--- src/hw/rtl/assert_macros.svh ---
// Assertion macros, included by the filter top level.
`ifndef ASSERT_MACROS_SVH
`define ASSERT_MACROS_SVH
`ifndef SYNTHESIS
`define ASSERT_CLK(label, clk, rst_n, prop) \
  label: assert property (@(posedge clk) disable iff (!rst_n) (prop)) else $error("assert");
`define ASSERT_NEVER(label, clk, rst_n, prop) \
  label: assert property (@(posedge clk) disable iff (!rst_n) !(prop)) else $error("never");
`else
`define ASSERT_CLK(label, clk, rst_n, prop)
`define ASSERT_NEVER(label, clk, rst_n, prop)
`endif
`endif

--- src/hw/rtl/kf_pkg.sv ---
// Types and constants of the position/velocity Kalman filter.
`default_nettype none
package kf_pkg;
  localparam int unsigned DataW = 32;
  localparam int unsigned CfgW  = 31;

  typedef enum logic [1:0] {
    CFG_TIME_STEP = 2'd0,
    CFG_MEAS_NOISE = 2'd1,
    CFG_PROC_NOISE_POS = 2'd2,
    CFG_PROC_NOISE_VEL = 2'd3
  } cfg_idx_e;

  // Divider control between the sequencer and the divider
  typedef struct packed {
    logic start;
    logic busy;
    logic done;
  } div_ctrl_t;

  function automatic logic signed [31:0] sat32(input logic signed [65:0] v);
    if (v > 66'sd2147483647) return 32'sh7fffffff;
    if (v < -66'sd2147483648) return 32'sh80000000;
    return v[31:0];
  endfunction
endpackage
`default_nettype wire

--- src/hw/rtl/kf_div.sv ---
// Radix-2 restoring divider, signed result truncated toward zero, saturated.
`default_nettype none
module kf_div #(
  parameter int unsigned FRAC_BITS = 16
) (
  input  wire logic               clk_i,
  input  wire logic               rst_ni,
  input  wire logic               start_i,
  input  wire logic signed [31:0] num_i,
  input  wire logic        [32:0] den_i,
  output kf_pkg::div_ctrl_t       ctrl_o,
  output logic signed      [31:0] quot_o
);
  localparam int unsigned NumW = 32 + FRAC_BITS;
  localparam int unsigned CntW = $clog2(NumW + 1);

  logic [NumW-1:0] dvd_q, dvd_d;
  logic [33:0]     rem_q, rem_d;
  logic [32:0]     den_q, den_d;
  logic            neg_q, neg_d;
  logic [CntW-1:0] cnt_q, cnt_d;
  logic            busy_q, busy_d, done_q, done_d;
  logic [33:0]     trial;
  logic [31:0]     mag;

  // one quotient bit a cycle
  always_comb begin
    dvd_d = dvd_q; rem_d = rem_q; den_d = den_q; neg_d = neg_q;
    cnt_d = cnt_q; busy_d = busy_q; done_d = 1'b0;
    mag = num_i[31] ? 32'(-num_i) : 32'(num_i);
    trial = {rem_q[32:0], dvd_q[NumW-1]} - {1'b0, den_q};
    if (start_i) begin
      dvd_d = {mag, {FRAC_BITS{1'b0}}};
      rem_d = '0; den_d = den_i; neg_d = num_i[31];
      cnt_d = CntW'(NumW); busy_d = 1'b1;
    end else if (busy_q) begin
      if (!trial[33]) begin
        rem_d = trial;
        dvd_d = {dvd_q[NumW-2:0], 1'b1};
      end else begin
        rem_d = {rem_q[32:0], dvd_q[NumW-1]};
        dvd_d = {dvd_q[NumW-2:0], 1'b0};
      end
      cnt_d = cnt_q - 1'b1;
      if (cnt_q == CntW'(1)) begin
        busy_d = 1'b0; done_d = 1'b1;
      end
    end
  end

  always_ff @(posedge clk_i or negedge rst_ni) begin
    if (!rst_ni) begin
      busy_q <= 1'b0; done_q <= 1'b0; cnt_q <= '0;
    end else begin
      busy_q <= busy_d; done_q <= done_d; cnt_q <= cnt_d;
    end
  end
  always_ff @(posedge clk_i) begin
    dvd_q <= dvd_d; rem_q <= rem_d; den_q <= den_d; neg_q <= neg_d;
  end

  // sign and saturate the magnitude quotient
  always_comb begin
    logic signed [65:0] q;
    q = 66'(signed'({1'b0, dvd_q}));
    if (neg_q) q = -q;
    quot_o = kf_pkg::sat32(q);
  end

  assign ctrl_o.start = start_i;
  assign ctrl_o.busy  = busy_q;
  assign ctrl_o.done  = done_q;
endmodule
`default_nettype wire

--- config.mk ---
export PLATFORM = sky130hd
export DESIGN_NAME = kf_div
export DESIGN_NICKNAME = d
export VERILOG_FILES = /design/src/hw/rtl/assert_macros.svh /design/src/hw/rtl/kf_pkg.sv /design/src/hw/rtl/kf_div.sv
export SDC_FILE = /design/constraint.sdc
export NUM_CORES = 1
export LEC_CHECK = 0
export ABC_AREA = 1
export BUFFER_PORTS_ARGS = -buffer_cell sky130_fd_sc_hd__buf_2
export CORE_ASPECT_RATIO = 0.75
export CORE_UTILIZATION = 55
export CTS_CLUSTER_SIZE = 24
export DETAILED_ROUTE_END_ITERATION = 8
export PLACE_DENSITY = 0.74
export SETUP_SLACK_MARGIN = 0.1
export SLEW_MARGIN = 20
export SYNTH_ARGS = -nofsm -noshare
export SYNTH_HDL_FRONTEND = slang
export SYNTH_SLANG_ARGS = --single-unit
export TNS_END_PERCENT = 10
--- constraint.sdc ---
create_clock -name clk_i -period 3.62 [get_ports clk_i]
set_input_delay 0.181 -clock clk_i [delete_from_list [all_inputs] [get_ports clk_i]]
set_output_delay 0.181 -clock clk_i [all_outputs]
set_load 0.05 [all_outputs]
==> reports/results.txt <==
Outcome: complete, no violations
Drt drc: 0
Main flop type after synthesis: edfxtp_1
Residual antenna-violating net count after detailed routing: 0
CTS buffer count: 17
CTS tree: built
Area growth syn-to-layout: 15.98%
Most frequent cells in the layout: 463 x nand2_1, 163 x inv_1, 147 x nor2_1
XOR/XNOR share of the synthesized area: 5.362%
RR Endpoint: rem_q[19]$_SDFFE_PP0P_
Period utilization: 89.67%
Maximum clock rate: 308.1 MHz
# rows: 41
Design Power: 6.050 mW
Max stage delay cell, worst path: edfxtp_1
Final setup vio count: 0
Hold EP: den_q[2]$_DFFE_PP_
Post-Synth Adder-Cell Area: 5.098%
Pwr Density: 550.6 nW/µm²
R2R depth: 15
Reg clk slew, reported paths: 0.06 ns
Min-Delay Path Class: input port to register
Final std cells w/o fill: 1768
PortBufs: 102
Largest net degree at the start of global routing: 54
WP data required: 3.44 ns
Yosys cell types: 51
CP max FO: 31
Commonest non-fill, non-tap cell in the layout: nand2_1
Cells along the critical path: nor2_1, nand2_1, nor2_1, nand2_1, nor2_1, nand2_1, nand2_2, o21ai_2, nor2_1, nand2_1, nor2_1, nand3_1, nand2_4, nand2_1, buf_2
Slowest stage delay, CP: 0.47 ns
Final Max Tran Viols: 0
Starting Density: 56.31%
I/O pin cnt: 103
Yosys top cell by area: edfxtp_1
Final hold vios: 0
Die width: 153.6 µm
Largest family of logic cells by synthesized area: simple AND/OR/NAND/NOR gates
Peak VDD IR: 0.0004189 V
Reg-to-reg slack, setup: 0.74 ns
Worst Setup End Kind: output pin
Tot GR Track Use: 30.60%
Max-slew headroom: 32.12%
Yosys reg bits: 123
Clock root cell: clkbuf_16
GP Congestion: 0.9795
First-pass GRT wire length: 42.52 mm
Worst-case clock buffer depth: 2
Synth warn: 0
Final Critical Period: 3.246 ns
Sinks on Clock Net: 123
Die Footprint: 17760 µm²
Post-synthesis net count: 1521
Pleak: 5.414 nW
FF-to-FF Start: den_q[22]$_DFFE_PP_
First-pass DRT Iterations: 5
Core Region: 16830 µm²
Nets: 1645
Synthesized area: 9474 µm²
Iteration-0 DRC Markers: 861
Startpoint types: register
Vias in the first global route: 8268
H-tree Lvls: 4
Hold_ws: 0.09986 ns
Multi-input logic area: 5423 µm²
Detail-routed via count per cell: 5.393
Post-synthesis mux area share: 0%
Worst Skew: 0.009967 ns
Compound-Gate Fraction of Synth Area: 12.92%
Final TNS setup: 0 ns
DIE HEIGHT: 115.7 µm
Max Cap Viol: 0
Hold path start: start_i
Hold Crit Depth: 1
WP data arrival: 3.07 ns
Buf/Inv on CP: 1
Post-Syn Instances: 1415
Final wirelength: 26.70 mm
Vias: 9535
Share of cells above drive strength 1: 11.86%
Placed cell area: 10070 µm²
Number of enable flip-flop cells after synthesis: 66
RSZ-0062 raised after global routing: no
Dpl cells: 1701
Syn_area_per_cell: 6.695 µm²
WL/cell: 15.10 µm
Detailed placement HPWL: 20.14 mm
Register area share after synthesis: 33.39%
Register area: 3163 µm²
Post-CTS setup buffer count: 0
Antenna violations before repair: 0
Total gr overflow: 0
Worst-Margin Slew: 1.017 ns
Critical path type: register to output pin
Post-synthesis simple-gate area fraction: 33.66%
Top-area cell type share of the netlist area: 20.92%
Worst-Skew Late Latency: 0.43 ns
Largest cells by area after synthesis: edfxtp_1 21%, nand2_1 18%, dfxtp_1 10%
Top cell family by delay on the critical path: simple AND/OR/NAND/NOR gates
Fin area: 10990 µm²
Async set or reset register ratio after synthesis: 6.504%
Layout fillers: 1568
per-layer routing:
layer | up-vias | routed length [µm] | GRT usage [%] | share of wire [%]
li1 | 4839 | - | - | -
met3 | 20 | 2483 | 6.470 | 9.3
met5 | - | 0 | 0 | 0
met2 | 381 | 10110 | 41.85 | 38
met1 | 4295 | 13830 | 48.19 | 52
met4 | 0 | 270 | 7.067 | 1.0
synthesized netlist by cell type, drive strengths merged, types with 3 or more instances:
cell	count
nand2	472
inv	165
nor2	163
o21ai	93
a21oi	86
nand3	73
edfxtp	66
dfxtp	49
xor2	45
ha	37
nor3	28
o22ai	24
clkbuf	22
buf	18
nand4	14
xnor2	13
dfrtp	8
a31oi	5
and2	5
o31ai	4
a21o	3
clkinv	3
nand3b	3
o21bai	3
or2	3
flip-flops by register name (all words and copies together), names as in the netlist:
signal  count
rem_q      33
dvd_q      48
neg_q       1
busy_q      1
done_q      1
den_q      33
cnt_q       6
power by group:
group | switching (mW) | internal, mW
combinational | 1.70 | 0.838
clock | 0.686 | 0.982
sequential | 0.162 | 1.68
through the flow:
| stage | worst slack, ns | util [%] |
|---|---|---|
| global route | 0.1266 | 65.29 |
| finish | 0.3738 | 65.30 |
| floorplan | 1.194 | - |
| CTS | 0.3798 | 65.24 |
| detailed placement | 0.7845 | 59.83 |
| global placement | 0.8813 | 59.83 |
area by class of cell:
type	instances	area share [%]
tap	215	2.448
sequential	123	28.79
multi-input combinational	1084	49.35
inverter	168	5.739
clock inverter	13	1.059
antenna	1	0.02277
timing repair buffer	145	8.472
clock buffer	19	4.122
worst max-delay path by stage:
stage / from / end / slack [ns] / cells after the start
after floorplan: neg_q$_DFFE_PP_ / quot_o[1] / 1.19 / 10
final: dvd_q[20]$_DFFE_PP_ / quot_o[19] / 0.37 / 15
after detailed placement: den_q[20]$_DFFE_PP_ / rem_q[19]$_SDFFE_PP0P_ / 0.78 / 15
after CTS: dvd_q[1]$_SDFFE_PP0P_ / quot_o[19] / 0.38 / 17
after global placement: den_q[20]$_DFFE_PP_ / rem_q[21]$_SDFFE_PP0P_ / 0.88 / 15
after global routing: dvd_q[1]$_SDFFE_PP0P_ / quot_o[3] / 0.13 / 19
repair_timing:
action,in CTS,in global routing
endpoints found under the hold margin,41,0
hold buffers,34,0
resized for setup,0,1
endpoints found under the setup margin,0,21
kinds of logic (layout without fill, tap and decap cells):
logic type	count (synthesis)	count (layout)
compound gates	223	223
xor+xnor	58	58
fa+ha+maj	38	38
buf+inv	208	345
flops	123	123
other cells	0	1
simple gates	765	765
No activity file was read; power rests on OpenSTA's default activity.
